File: config.mk
export PLATFORM = sky130hd
export DESIGN_NAME = interior_wall_finder_top_flat
export DESIGN_NICKNAME = d
export VERILOG_FILES = /design/src/design/iwf_pkg.sv /design/src/design/iwf_if.sv /design/src/design/iwf_ram.sv /design/src/design/iwf_scan.sv /design/src/design/iwf_window.sv /design/src/design/interior_wall_finder_top.sv /design/src/flat_wrapper.sv
export SDC_FILE = /design/constraint.sdc
export NUM_CORES = 2
export LEC_CHECK = 0
export BUFFER_PORTS_ARGS = -buffer_cell sky130_fd_sc_hd__buf_2
export CELL_PAD_IN_SITES_DETAIL_PLACEMENT = 0
export CELL_PAD_IN_SITES_GLOBAL_PLACEMENT = 1
export CORE_ASPECT_RATIO = 1.4
export CORE_MARGIN = 2
export CORE_UTILIZATION = 55
export DETAILED_ROUTE_END_ITERATION = 10
export HOLD_SLACK_MARGIN = 0.03
export PLACE_DENSITY_LB_ADDON = 0.1
export SLEW_MARGIN = 20
export SYNTH_ARGS = -nofsm -noshare
export SYNTH_HDL_FRONTEND = slang
export SYNTH_HIERARCHICAL = 1
export SYNTH_SLANG_ARGS = --single-unit
File: constraint.sdc
create_clock -name clk -period 7.95 [get_ports clk]
set_clock_uncertainty 0.1 [all_clocks]
set_input_delay 0.3975 -clock clk [delete_from_list [all_inputs] [get_ports clk]]
set_output_delay 0.3975 -clock clk [all_outputs]
set_load 0.005 [all_outputs]
File: src/design/iwf_pkg.sv
// Package for the interior wall finder: sizes, register codes, the
// position record passed from the scan counters to the window logic.
// No dependencies; every other design file but iwf_ram imports it.
package iwf_pkg;

  // Largest map the line buffers hold.
  localparam int MAX_WIDTH  = 1024;
  localparam int MAX_HEIGHT = 1024;

  // Counter widths follow from the map limits.
  localparam int COL_W = $clog2(MAX_WIDTH);
  localparam int ROW_W = $clog2(MAX_HEIGHT);
  localparam int CNT_W = ((COL_W > ROW_W) ? COL_W : ROW_W) + 1;

  // Fixed field widths of the ports.
  localparam int CODE_W    = 8;
  localparam int OUT_W     = 10;
  localparam int DIM_W     = 11;
  localparam int CFG_IDX_W = 1;
  localparam int EXT_W     = (CNT_W > DIM_W) ? CNT_W : DIM_W;

  // Character that marks a wall, and the reset map size.
  localparam logic [CODE_W-1:0] WALL_CODE = CODE_W'(35);
  localparam int                DIM_RESET = 64;
  localparam int                DIM_MIN   = 3;

  // Each line buffer entry holds the wall bits of the two rows above.
  localparam int LB_W = 2;

  // Configuration register indexes.
  typedef enum logic [CFG_IDX_W-1:0] {
    REG_MAP_WIDTH  = 1'b0,
    REG_MAP_HEIGHT = 1'b1
  } cfg_reg_t;

  // Position of the cell being processed, from the scan counters.
  typedef struct packed {
    logic             active;    // cell lies inside the current map
    logic             interior;  // row >= 2, col >= 2 and col < width
    logic [ROW_W-1:0] row;
    logic [COL_W-1:0] col;
  } pos_t;

  // Saturate a written dimension into DIM_MIN..hi.
  function automatic logic [CNT_W-1:0] clamp_dim(input logic [DIM_W-1:0] v,
                                                 input logic [CNT_W-1:0] hi);
    logic [EXT_W-1:0] ve;
    ve = EXT_W'(v);
    if (ve < EXT_W'(DIM_MIN)) begin
      return CNT_W'(DIM_MIN);
    end
    if (ve > EXT_W'(hi)) begin
      return hi;
    end
    return CNT_W'(ve);
  endfunction

endpackage

File: src/design/iwf_if.sv
// Channel interfaces of the interior wall finder: map cells in, removed
// cell positions out, and the configuration write channel.
// Depends on iwf_pkg.
interface iwf_in_if import iwf_pkg::*; ();
  logic              valid;
  logic              ready;
  logic [CODE_W-1:0] cell_code;
  logic              first_cell;

  modport source (output valid, output cell_code, output first_cell, input ready);
  modport sink   (input valid, input cell_code, input first_cell, output ready);
endinterface

interface iwf_out_if import iwf_pkg::*; ();
  logic             valid;
  logic             ready;
  logic [OUT_W-1:0] removed_row;
  logic [OUT_W-1:0] removed_col;

  modport source (output valid, output removed_row, output removed_col, input ready);
  modport sink   (input valid, input removed_row, input removed_col, output ready);
endinterface

interface iwf_cfg_if import iwf_pkg::*; ();
  logic                 valid;
  logic                 ready;
  logic [CFG_IDX_W-1:0] index;
  logic [DIM_W-1:0]     data;

  modport source (output valid, output index, output data, input ready);
  modport sink   (input valid, input index, input data, output ready);
endinterface

File: src/design/iwf_ram.sv
// Generic single-port-write, single-port-read RAM with registered read data.
// No dependencies.
module iwf_ram #(
  parameter int WIDTH = 2,
  parameter int DEPTH = 1024
) (
  input  logic                     clk,
  input  logic                     we,
  input  logic [$clog2(DEPTH)-1:0] waddr,
  input  logic [WIDTH-1:0]         wdata,
  input  logic [$clog2(DEPTH)-1:0] raddr,
  output logic [WIDTH-1:0]         rdata
);

  logic [WIDTH-1:0] mem [DEPTH];
  logic [WIDTH-1:0] rdata_r;

  // Write port and registered read port; a read of the address being
  // written returns the old contents.
  always_ff @(posedge clk) begin
    if (we) begin
      mem[waddr] <= wdata;
    end
    rdata_r <= mem[raddr];
  end

  assign rdata = rdata_r;

endmodule

File: src/design/iwf_scan.sv
// Raster position counters of the interior wall finder: column, row and
// end-of-map flag, plus the look-ahead read address of the line buffers.
// Depends on iwf_pkg.
module iwf_scan import iwf_pkg::*; (
  input  logic             clk,
  input  logic             rst_n,
  input  logic             step,
  input  logic             first,
  input  logic [CNT_W-1:0] width,
  input  logic [CNT_W-1:0] height,
  output pos_t             pos,
  output logic [COL_W-1:0] rd_addr
);

  logic [COL_W-1:0] col_r, col_nxt;
  logic [ROW_W-1:0] row_r, row_nxt;
  logic             done_r, done_nxt;

  logic [COL_W-1:0] col_cur;
  logic [ROW_W-1:0] row_cur;
  logic             done_cur;
  logic [CNT_W-1:0] col_inc;
  logic [CNT_W-1:0] row_inc;
  logic             wrap;

  // A first cell restarts the map before the cell itself is placed.
  always_comb begin
    col_cur  = first ? '0 : col_r;
    row_cur  = first ? '0 : row_r;
    done_cur = first ? 1'b0 : done_r;
    col_inc  = CNT_W'(col_cur) + CNT_W'(1);
    row_inc  = CNT_W'(row_cur) + CNT_W'(1);
    wrap     = (col_inc >= width);

    pos.active   = !done_cur && (CNT_W'(row_cur) < height);
    pos.interior = (row_cur >= ROW_W'(2)) && (col_cur >= COL_W'(2)) &&
                   (CNT_W'(col_cur) < width);
    pos.row      = row_cur;
    pos.col      = col_cur;
  end

  // Next position: advance along the row, wrap to the next row, and mark
  // the map finished after its last row or on a cell beyond it.
  always_comb begin
    col_nxt  = col_r;
    row_nxt  = row_r;
    done_nxt = done_r;
    if (step) begin
      if (!pos.active) begin
        col_nxt  = col_cur;
        row_nxt  = row_cur;
        done_nxt = 1'b1;
      end else if (wrap) begin
        col_nxt  = '0;
        row_nxt  = row_inc[ROW_W-1:0];
        done_nxt = (row_inc >= height);
      end else begin
        col_nxt  = col_inc[COL_W-1:0];
        row_nxt  = row_cur;
        done_nxt = 1'b0;
      end
    end
  end

  // The line buffers are read one item ahead so that the data for the
  // next cell is ready when it arrives.
  assign rd_addr = col_nxt;

  always_ff @(posedge clk) begin
    if (!rst_n) begin
      col_r  <= '0;
      row_r  <= '0;
      done_r <= 1'b0;
    end else begin
      col_r  <= col_nxt;
      row_r  <= row_nxt;
      done_r <= done_nxt;
    end
  end

  a_first_restarts: assert property (@(posedge clk) disable iff (!rst_n)
    step && first |=> !done_r)
    else $error("first cell did not restart the map");

  a_wrap_to_zero: assert property (@(posedge clk) disable iff (!rst_n)
    step && pos.active && wrap |=> col_r == '0)
    else $error("column did not return to zero at the end of a row");

  a_past_map_done: assert property (@(posedge clk) disable iff (!rst_n)
    step && !pos.active |=> done_r)
    else $error("cell beyond the map did not end the map");

  a_hold_when_idle: assert property (@(posedge clk) disable iff (!rst_n)
    !step |=> $stable(col_r) && $stable(row_r) && $stable(done_r))
    else $error("position moved without an item");

endmodule

File: src/design/iwf_window.sv
// 3x3 wall window of the interior wall finder: forms the new column from
// the line buffer data and the incoming cell, shifts the window, and
// decides whether the centre cell is an interior wall.
// Depends on iwf_pkg.
module iwf_window import iwf_pkg::*; (
  input  logic              clk,
  input  logic              rst_n,
  input  logic              step,
  input  logic              first,
  input  logic [CODE_W-1:0] cell_code,
  input  pos_t              pos,
  input  logic [LB_W-1:0]   lb_rdata,
  output logic [LB_W-1:0]   lb_wdata,
  output logic              lb_we,
  output logic              hit
);

  logic [5:0] window_r, window_nxt;
  logic [5:0] window_cur;
  logic       wall;
  logic [2:0] col3;

  // Column of three wall bits: two rows above, one row above, this cell.
  always_comb begin
    wall       = (cell_code == WALL_CODE);
    col3       = {lb_rdata[1], lb_rdata[0], wall};
    window_cur = first ? '0 : window_r;
  end

  // Line buffer update: the row above moves up, the new cell goes in.
  assign lb_wdata = {lb_rdata[0], wall};
  assign lb_we    = step && pos.active;

  // Centre cell is removed when the whole 3x3 block is wall at an active interior position.
  assign hit = pos.active && pos.interior && (window_cur == 6'h3F) && (col3 == 3'b111);

  always_comb begin
    window_nxt = window_r;
    if (step) begin
      window_nxt = pos.active ? {window_cur[2:0], col3} : window_cur;
    end
  end

  always_ff @(posedge clk) begin
    if (!rst_n) begin
      window_r <= '0;
    end else begin
      window_r <= window_nxt;
    end
  end

  a_first_clears: assert property (@(posedge clk) disable iff (!rst_n)
    step && first |=> window_r[5:3] == 3'b000)
    else $error("window not cleared by a first cell");

  a_hit_needs_wall: assert property (@(posedge clk) disable iff (!rst_n)
    hit |-> wall && lb_rdata == 2'b11 && window_r == 6'h3F)
    else $error("hit without a full wall block");

  // The rows above are not yet written on the first rows of a map, so the
  // column is compared bit for bit, unknown bits included.
  a_shift: assert property (@(posedge clk) disable iff (!rst_n)
    step && pos.active |=> window_r[2:0] === $past(col3))
    else $error("window did not take the new column");

endmodule

File: src/design/interior_wall_finder_top.sv
// Interior wall finder top: streaming 3x3 erosion of wall cells in a map,
// built from iwf_scan, iwf_window and iwf_ram; needs iwf_pkg and iwf_if.
// A removal passes the input register, then the result register, before it is
// offered; the move between them waits while a result is held and not taken.
// Throughput: one item per cycle while no held result waits to be taken.
// Reset: counters, window and valid flags clear, size 64 by 64; line RAM kept.
module interior_wall_finder_top import iwf_pkg::*; (
  input  logic      clk,
  input  logic      rst_n,
  iwf_in_if.sink    in_ch,
  iwf_out_if.source out_ch,
  iwf_cfg_if.sink   cfg_ch
);

  // Configuration registers, held already clamped to the legal range.
  logic [CNT_W-1:0] width_r, width_nxt;
  logic [CNT_W-1:0] height_r, height_nxt;

  // Input register.
  logic              s1_valid_r, s1_valid_nxt;
  logic [CODE_W-1:0] s1_code_r;
  logic              s1_first_r;
  logic              s1_adv;
  logic              in_fire;

  // Result register.
  logic             out_valid_r, out_valid_nxt;
  logic [OUT_W-1:0] out_row_r;
  logic [OUT_W-1:0] out_col_r;

  pos_t             pos;
  logic [COL_W-1:0] rd_addr;
  logic [LB_W-1:0]  lb_rdata;
  logic [LB_W-1:0]  lb_wdata;
  logic             lb_we;
  logic             hit;

  // Configuration writes are always taken.
  assign cfg_ch.ready = 1'b1;

  always_comb begin
    width_nxt  = width_r;
    height_nxt = height_r;
    if (cfg_ch.valid) begin
      case (cfg_reg_t'(cfg_ch.index))
        REG_MAP_WIDTH:  width_nxt  = clamp_dim(cfg_ch.data, CNT_W'(MAX_WIDTH));
        REG_MAP_HEIGHT: height_nxt = clamp_dim(cfg_ch.data, CNT_W'(MAX_HEIGHT));
        default: begin
          width_nxt  = width_r;
          height_nxt = height_r;
        end
      endcase
    end
  end

  always_ff @(posedge clk) begin
    if (!rst_n) begin
      width_r  <= CNT_W'(DIM_RESET);
      height_r <= CNT_W'(DIM_RESET);
    end else begin
      width_r  <= width_nxt;
      height_r <= height_nxt;
    end
  end

  // Handshake: the held item moves on when the result register is free.
  assign s1_adv      = s1_valid_r && (!out_valid_r || out_ch.ready);
  assign in_ch.ready = !s1_valid_r || s1_adv;
  assign in_fire     = in_ch.valid && in_ch.ready;

  always_comb begin
    s1_valid_nxt = s1_valid_r;
    if (s1_adv) begin
      s1_valid_nxt = 1'b0;
    end
    if (in_fire) begin
      s1_valid_nxt = 1'b1;
    end
  end

  always_ff @(posedge clk) begin
    if (!rst_n) begin
      s1_valid_r <= 1'b0;
    end else begin
      s1_valid_r <= s1_valid_nxt;
    end
  end

  always_ff @(posedge clk) begin
    if (in_fire) begin
      s1_code_r  <= in_ch.cell_code;
      s1_first_r <= in_ch.first_cell;
    end
  end

  // Position counters.
  iwf_scan u_scan (
    .clk     (clk),
    .rst_n   (rst_n),
    .step    (s1_adv),
    .first   (s1_first_r),
    .width   (width_r),
    .height  (height_r),
    .pos     (pos),
    .rd_addr (rd_addr)
  );

  // Both line buffers share one memory: bit 1 two rows up, bit 0 one row up.
  iwf_ram #(
    .WIDTH (LB_W),
    .DEPTH (MAX_WIDTH)
  ) u_line_ram (
    .clk   (clk),
    .we    (lb_we),
    .waddr (pos.col),
    .wdata (lb_wdata),
    .raddr (rd_addr),
    .rdata (lb_rdata)
  );

  // Window and decision.
  iwf_window u_window (
    .clk       (clk),
    .rst_n     (rst_n),
    .step      (s1_adv),
    .first     (s1_first_r),
    .cell_code (s1_code_r),
    .pos       (pos),
    .lb_rdata  (lb_rdata),
    .lb_wdata  (lb_wdata),
    .lb_we     (lb_we),
    .hit       (hit)
  );

  // Result register: the decided cell is one row up and one column left.
  always_comb begin
    out_valid_nxt = out_valid_r;
    if (out_valid_r && out_ch.ready) begin
      out_valid_nxt = 1'b0;
    end
    if (s1_adv) begin
      out_valid_nxt = hit;
    end
  end

  always_ff @(posedge clk) begin
    if (!rst_n) begin
      out_valid_r <= 1'b0;
    end else begin
      out_valid_r <= out_valid_nxt;
    end
  end

  always_ff @(posedge clk) begin
    if (s1_adv && hit) begin
      out_row_r <= OUT_W'(pos.row - ROW_W'(1));
      out_col_r <= OUT_W'(pos.col - COL_W'(1));
    end
  end

  assign out_ch.valid       = out_valid_r;
  assign out_ch.removed_row = out_row_r;
  assign out_ch.removed_col = out_col_r;

  a_item_held: assert property (@(posedge clk) disable iff (!rst_n)
    in_fire |=> s1_valid_r)
    else $error("accepted item lost from the input register");

  a_stall_holds: assert property (@(posedge clk) disable iff (!rst_n)
    s1_valid_r && !s1_adv |=> s1_valid_r && $stable(s1_code_r) && $stable(s1_first_r))
    else $error("stalled item changed");

  a_not_border: assert property (@(posedge clk) disable iff (!rst_n)
    out_valid_r |-> out_row_r != '0 && out_col_r != '0)
    else $error("border cell reported");

endmodule

File: src/flat_wrapper.sv
// flat-port wrapper written by rule: the top's interface ports become plain ports
module interior_wall_finder_top_flat import iwf_pkg::*;
  (clk, rst_n, in_ch_valid, in_ch_cell_code, in_ch_first_cell, in_ch_ready, out_ch_valid, out_ch_removed_row, out_ch_removed_col, out_ch_ready, cfg_ch_valid, cfg_ch_index, cfg_ch_data, cfg_ch_ready);
  iwf_in_if in_ch_i ();
  iwf_out_if out_ch_i ();
  iwf_cfg_if cfg_ch_i ();
  input  logic clk;
  input  logic rst_n;
  input wire logic [$bits(in_ch_i.valid)-1:0] in_ch_valid;
  input wire logic [$bits(in_ch_i.cell_code)-1:0] in_ch_cell_code;
  input wire logic [$bits(in_ch_i.first_cell)-1:0] in_ch_first_cell;
  output wire logic [$bits(in_ch_i.ready)-1:0] in_ch_ready;
  output wire logic [$bits(out_ch_i.valid)-1:0] out_ch_valid;
  output wire logic [$bits(out_ch_i.removed_row)-1:0] out_ch_removed_row;
  output wire logic [$bits(out_ch_i.removed_col)-1:0] out_ch_removed_col;
  input wire logic [$bits(out_ch_i.ready)-1:0] out_ch_ready;
  input wire logic [$bits(cfg_ch_i.valid)-1:0] cfg_ch_valid;
  input wire logic [$bits(cfg_ch_i.index)-1:0] cfg_ch_index;
  input wire logic [$bits(cfg_ch_i.data)-1:0] cfg_ch_data;
  output wire logic [$bits(cfg_ch_i.ready)-1:0] cfg_ch_ready;
  assign in_ch_i.valid = in_ch_valid;
  assign in_ch_i.cell_code = in_ch_cell_code;
  assign in_ch_i.first_cell = in_ch_first_cell;
  assign in_ch_ready = in_ch_i.ready;
  assign out_ch_valid = out_ch_i.valid;
  assign out_ch_removed_row = out_ch_i.removed_row;
  assign out_ch_removed_col = out_ch_i.removed_col;
  assign out_ch_i.ready = out_ch_ready;
  assign cfg_ch_i.valid = cfg_ch_valid;
  assign cfg_ch_i.index = cfg_ch_index;
  assign cfg_ch_i.data = cfg_ch_data;
  assign cfg_ch_ready = cfg_ch_i.ready;
  interior_wall_finder_top u_core (.clk(clk), .rst_n(rst_n), .in_ch(in_ch_i), .out_ch(out_ch_i), .cfg_ch(cfg_ch_i));
endmodule
== Word-level counts from Yosys, hierarchy flattened ==
Memories as Yosys holds them, arrays and structs flattened. A register that Yosys moved wholly into a read port is not among the register bits.
Cells that the tools add are included.

* Equal/unequal tests: 3
* Reduce and logical (&&, ||, !) cells: 20
* Bitwise logic cells: 1
* Mux-type cells: 36
* Order comparisons: 8
* $add $sub $neg: 4

{| class="wikitable"
|+ Operators by type and width
! operator !! number
|-
| 10-bit 2-to-1 mux || 7
|-
| 11-bit 2-to-1 mux || 6
|-
| 10-bit by 1-bit adder with 11-bit output (second input constant) || 2
|-
| 11-bit greater-or-equal comparator || 2
|-
| 10-bit by 11-bit less-than comparator with 1-bit output || 2
|-
| 1-bit 2-to-1 mux || 21
|-
| 10-bit by 2-bit greater-or-equal comparator with 1-bit output (second input constant) || 2
|-
| 10-bit by 1-bit subtractor with 10-bit output (second input constant) || 2
|-
| 6-bit 2-to-1 mux || 2
|-
| 11-bit > comparator (second input constant) || 1
|-
| 1-bit logical AND || 11
|-
| 11-bit by 2-bit less-than comparator with 1-bit output (second input constant) || 1
|-
| 8-bit by 6-bit equality test with 1-bit output (second input constant) || 1
|-
| 6-bit equality test (second input constant) || 1
|-
| 2-bit AND reduction || 2
|-
| 2-bit nonzero test || 2
|-
| 3-bit equality test (second input constant) || 1
|-
| 1-bit logical NOT || 3
|-
| 1-bit logical OR || 2
|-
| 1-bit inverter || 1
|}

* Memories: 1
* Bits in registers: 80
* Bits of input ports: 26
* Output and inout bits: 23
* Memory bits (writable): 2048

{| class="wikitable"
|+ Memories
! memory !! words !! width !! rd ports !! clocked after memory_dff !! wr ports !! line !! text
|-
| u_core.u_line_ram.mem || 1024 || 2 || 1 || 1 || 1 || iwf_ram.sv:15 || <nowiki>logic [WIDTH-1:0] mem [DEPTH];</nowiki>
|}

== Logic depth before layout (Yosys ltp) ==
* Depth after elaboration: 9
* Depth in mapped cells: 29
* Gate-level depth less buffers: 20

== Hierarchy ==
The synthesis kept the hierarchy.

{| class="wikitable"
|+ By module, submodules not included
! module !! sequential area each (um^2) !! area each (um^2) !! times used !! cells an instance
|-
| iwf_ram || 61539.0 || 83757.8 || 1 || 4793
|-
| iwf_scan || 420.4 || 2466.1 || 1 || 305
|-
| interior_wall_finder_top || 1351.3 || 2200.9 || 1 || 197
|-
| iwf_window || 120.1 || 300.3 || 1 || 32
|}

== Least setup slack after synthesis ==
Ideal clock, no wire load.

* Path type: flip-flop to flip-flop
* Start: reg u_core.s1_code_r[4]
* End: mem u_core.u_line_ram.mem[0][0], data pin
* Period minus slack after synthesis: 5.595 ns
* Buffers on the path: 1
* Setup time: 0.957 ns
* Arrival time: 4.539 ns
* Slack: 2.355 ns
* Stages on the path, launching flop included: 5
* Path through: edfxtp_1 nor4b_2 nand4_1 inv_1 buf_4

* Word-level cells in the longest chain between the ends: 1

{| class="wikitable"
|+ RTL lines
! element !! line !! text
|-
| start: declaration || interior_wall_finder_top.sv:21 || <nowiki>logic [CODE_W-1:0] s1_code_r;</nowiki>
|-
| start signal: assignment || interior_wall_finder_top.sv:91 || <nowiki>s1_code_r <= in_ch.cell_code;</nowiki>
|-
| 8-bit by 6-bit equality test with 1-bit output || iwf_window.sv:25 || <nowiki>wall = (cell_code == WALL_CODE);</nowiki>
|-
| via u_core.u_window.wall || iwf_window.sv:20 || <nowiki>logic wall;</nowiki>
|-
| end: declaration || iwf_ram.sv:15 ||
|}

The timed path passes the listed nets, and every way through them passes these cells.

==> metrics.md <==
| Metric | Value |
|---|---|
| Status | `finished, final reports clean` |
| Port-buffer cells | `between 40 and 50` |
| Fill cells | `between 10,000 and 15,000` |
| Aggregate global routing overflow | `0` |
| Final hold viol count | `0` |
| # rows | `174` |
| Upper clock frequency limit | `~140 MHz` |
| First drt pass iteration count | `6` |
| Peak VDD IR | `232.2 uV` |
| Largest stage delay, worst path | `between 0.5 and 0.6 ns` |
| CTS Sinks | `~2,100` |
| Number of flops mapped to enable cells by yosys | `~2,100` |
| Unrepaired setup endpoints after global routing | `false` |
| Critical path endpoint category | `register` |
| CTS root buf | `sky130_fd_sc_hd__clkbuf_16` |
| Pwr Density | `229.7 nW/um^2` |
| Vias per cell | `around 6.5` |
| Post-cts repair resize count | `0` |
| Level count of the clock H-tree | `4` |
| Average wire length per cell after detail routing | `~33 um` |
| Drt first-iter violations | `between 5,000 and 6,000` |
| Transition at the pin with the smallest max-transition slack | `around 1.2 ns` |
| Clock edge transition at the registers on the reported setup and hold paths | `0.06 ns` |
| Post-synthesis instance area | `slightly below 90,000 um^2` |
| Initial Utilization | `between 50% and 60%` |
| Net switching power figure | `approximately 4.6 mW` |
| Data arrival time at the worst-slack endpoint | `~7.7 ns` |
| Async SR Flop Fraction | `0%` |
| Layout-stage area growth over the synthesis result | `10.72%` |
| Number of global-route vias before repair | `about 50,000` |
| Latest clock arrival within the worst-skew pair | `0.84 ns` |
| Combinational fraction of design power | `between 4 and 5%` |
| Synthesized Nets | `5,397` |
| HPWL after detailed placement | `~140 mm` |
| Most common flop cell mapped by yosys | `sky130_fd_sc_hd__edfxtp_1` |
| Most common cell after layout, fill and taps aside | `sky130_fd_sc_hd__edfxtp_1` |
| Area of combinational cells with multiple inputs | `23,480 um^2` |
| Leakage | `approximately 32 nW` |
| Max-slew violation count | `0` |
| CTS Buf Count | `a little under 200` |
| Type of the worst min-delay path | `in2reg` |
| Portion of the post-synthesis area used by sequential elements | `between 70% and 80%` |
| Crit Path Category | `reg2reg` |
| Power share of the sequential group | `between 50% and 60%` |
| Commonest cells after routing, fill and taps aside | `sky130_fd_sc_hd__edfxtp_1 (2,077), sky130_fd_sc_hd__nor2_1 (1,072), sky130_fd_sc_hd__mux4_2 (449)` |
| Average size of a mapped cell | `16.66 um^2` |
| IO Pins | `between 40 and 50` |
| Pin count of the biggest net entering global routing | `272` |
| Number of buffers inserted by hold repair at cts | `32` |
| Synth Instances | `between 5,000 and 6,000` |
| Post-CTS repair timing setup buffer count | `0` |
| CTS tree | `yes` |
| Final WS setup | `0.8687 ns` |
| Number of nets in the final layout | `between 5,000 and 6,000` |
| Wire length of the first global-routing pass | `roughly 360 mm` |
| Required arrival time at the worst endpoint | `~8.6 ns` |
| Design Power | `~23 mW` |
| Largest driver fanout on the critical path | `36` |
| Maximum Capacitance Violations | `0` |
| Internal power contribution | `approximately 18 mW` |
| Number of synthesized register bits | `around 2,100` |
| Drt drc | `0` |
| Final estimated routing congestion in global placement | `about 0.86` |
| Kind of start point of the critical path | `register` |
| Worst slack at placement | `0.9379 ns` |
| Relative slew slack | `16.81%` |
| Post-route clock period utilization | `~90%` |
| Overall routed net length | `~250 mm` |
| Antenna-violating nets left | `0` |
| Number of warning messages in the yosys log | `6` |
| Cell Chain, Critical Path | `nor2b_1 -> nor2b_4 -> nand3_1 -> xor2_1 -> nor2_1 -> ha_1 -> and3_1 -> a221oi_2 -> o21ai_1 -> a221oi_4 -> and3_1 -> a22o_4 -> buf_12 -> buf_4 -> buf_12 -> buf_12 -> mux4_2 -> mux4_2 -> o22ai_1 -> nor2_1 -> o311ai_0 -> nand4_1` |
| Utilization after layout | `about three fifths` |
| Switch share | `roughly a fifth` |
| Number of antenna violations at the first check in global routing | `5` |
| Number of distinct library cells after synthesis | `95` |
| Slowest cell on crit path | `sky130_fd_sc_hd__and3_1` |
| Register cell area after layout | `~63,000 um^2` |
| X dimension of the die | `~340 um` |
| Die outline area | `164,600 um^2` |
| Global-route total usage across every layer | `30.63%` |
| Fraction of layout instances using a drive strength above 1 | `a little under a fifth` |
| Most used cell, CP | `sky130_fd_sc_hd__buf_12` |
| Number of setup violations in the final report | `0` |
| Vias after detailed routing | `roughly 50,000` |
| Share of total power in the clock network | `about two fifths` |
| Die Span Y | `between 400 and 500 um` |
| Standard cell core area | `between 150,000 and 200,000 um^2` |
| Final setup TNS | `0 ns` |
| Post-layout minimum cycle time | `a little over 7 ns` |
| Worst-case clock buffer depth | `3` |
-- per-stage QoR --
stage | hold WS, ns | area [um^2] | cells
after floorplan | 0.3434 | 88730 | 5327
after global placement | 0.3572 | 91480 | 7244
after detailed placement | 0.3599 | 91520 | 7244
after CTS | 0.03510 | 98170 | 7638
after global routing | 0.07024 | 98240 | 7640
final | 0.06984 | 98240 | 7640
-- power by group through the flow --
stage | Combinational [mW] | Clock [mW] | Sequential, mW
after floorplan | 0.743 | 0 | 12.5
after global placement | 0.913 | 0 | 12.5
after detailed placement | 0.917 | 0 | 12.5
after CTS | 0.929 | 9.51 | 12.2
after global routing | 0.981 | 9.94 | 12.2
final | 0.918 | 9.40 | 12.2
-- worst paths after layout --
kind | to | from | cells past startpoint | slack [ns]
max | u_core/u_line_ram/rdata[1] | u_core/s1_first_r | 22 | 0.87
min | u_core/height_r[6] | rst_n | 3 | 0.07
max reg2reg | u_core/u_line_ram/rdata[1] | u_core/s1_first_r | 22 | 0.87
min reg2reg | u_core/height_r[2] | u_core/height_r[2] | 2 | 0.36
-- kinds of logic (layout without fill, tap and decap cells) --
logic type	Yosys count	count (layout)	share of synthesized area, %
AOI/OAI and AO/OA	462	462	3.707
xor gates and xnor gates	30	30	0.2961
adders and majority gates	44	44	0.6205
buffers and inverters	458	658	2.623
DFF	2130	2130	71.49
muxes	666	666	13.86
other	1	2	0.004227
and+or+nand+nor	1536	1536	7.396
-- cell usage after synthesis, types with 4 or more instances --
master | n | area [um^2]
sky130_fd_sc_hd__a211oi_1 | 14 | 105.1
sky130_fd_sc_hd__a21boi_0 | 23 | 172.7
sky130_fd_sc_hd__a21o_1 | 9 | 67.56
sky130_fd_sc_hd__a21oi_1 | 83 | 415.4
sky130_fd_sc_hd__a221oi_1 | 13 | 113.9
sky130_fd_sc_hd__a22o_1 | 22 | 192.7
sky130_fd_sc_hd__a22oi_1 | 49 | 367.9
sky130_fd_sc_hd__a31oi_1 | 13 | 81.33
sky130_fd_sc_hd__and2_1 | 18 | 112.6
sky130_fd_sc_hd__and3_1 | 17 | 106.4
sky130_fd_sc_hd__and4b_1 | 4 | 40.04
sky130_fd_sc_hd__buf_1 | 55 | 206.5
sky130_fd_sc_hd__buf_2 | 31 | 155.2
sky130_fd_sc_hd__buf_4 | 33 | 247.7
sky130_fd_sc_hd__buf_6 | 34 | 382.9
sky130_fd_sc_hd__buf_8 | 14 | 210.2
sky130_fd_sc_hd__clkbuf_1 | 247 | 927.1
sky130_fd_sc_hd__dfxtp_1 | 53 | 1061
sky130_fd_sc_hd__edfxtp_1 | 2077 | 62370
sky130_fd_sc_hd__ha_1 | 44 | 550.5
sky130_fd_sc_hd__inv_1 | 39 | 146.4
sky130_fd_sc_hd__mux2_2 | 9 | 101.4
sky130_fd_sc_hd__mux2i_1 | 206 | 2062
sky130_fd_sc_hd__mux4_2 | 449 | 10110
sky130_fd_sc_hd__nand2_1 | 157 | 589.3
sky130_fd_sc_hd__nand2b_1 | 11 | 68.82
sky130_fd_sc_hd__nand3_1 | 55 | 275.3
sky130_fd_sc_hd__nand3b_1 | 10 | 75.07
sky130_fd_sc_hd__nand4_1 | 19 | 118.9
sky130_fd_sc_hd__nand4b_1 | 5 | 43.79
sky130_fd_sc_hd__nor2_1 | 1076 | 4039
sky130_fd_sc_hd__nor2b_1 | 54 | 337.8
sky130_fd_sc_hd__nor3_1 | 51 | 255.2
sky130_fd_sc_hd__nor3b_1 | 11 | 82.58
sky130_fd_sc_hd__nor4_1 | 14 | 87.58
sky130_fd_sc_hd__o211ai_1 | 6 | 45.04
sky130_fd_sc_hd__o21a_1 | 4 | 30.03
sky130_fd_sc_hd__o21ai_0 | 50 | 250.2
sky130_fd_sc_hd__o221ai_1 | 82 | 718.2
sky130_fd_sc_hd__o22ai_1 | 47 | 294.0
sky130_fd_sc_hd__o31a_1 | 5 | 43.79
sky130_fd_sc_hd__o31ai_1 | 5 | 37.54
sky130_fd_sc_hd__xnor2_1 | 20 | 175.2
sky130_fd_sc_hd__xor2_1 | 10 | 87.58
-- layout make-up --
| cell class | count | area share, % |
|---|---|---|
| inverter | 42 | 0.1719 |
| sequential | 2130 | 64.57 |
| antenna | 1 | 0.002547 |
| clock inverter | 112 | 1.069 |
| clock buffer | 250 | 5.382 |
| multi-input combinational | 2739 | 23.90 |
| tap | 2112 | 2.690 |
| timing repair buffer | 254 | 2.207 |
-- worst max-delay path, delay by kind of cell (launching register included) --
| family | cells | cell delay, ns |
|---|---|---|
| AO/OA/AOI/OAI | 6 | 1.87 |
| AND/OR/NAND/NOR | 8 | 1.73 |
| buffers and inverters | 4 | 1.12 |
| multiplexers | 2 | 1.05 |
| flip-flops | 1 | 0.53 |
| adder cells (fa/ha/maj) | 1 | 0.28 |
| XOR/XNOR | 1 | 0.17 |
-- metal layers --
| metal | share of wire (%) | GRT usage, % |
|---|---|---|
| met1 | 37 | 38.87 |
| met2 | 51 | 52.45 |
| met3 | 7.3 | 5.002 |
| met4 | 4.8 | 12.93 |
| met5 | 0.018 | 0 |
-- registers in the layout, indices dropped and copies added (netlist names), 8 cells and up --
register,flops
u_core/height_r,11
u_core/out_ch.removed_col,10
u_core/out_ch.removed_row,10
u_core/s1_code_r,8
u_core/u_line_ram/mem,2048
u_core/u_scan/col_r,10
u_core/u_scan/row_r,10
u_core/width_r,11
No activity file was read; power rests on OpenSTA's default activity.
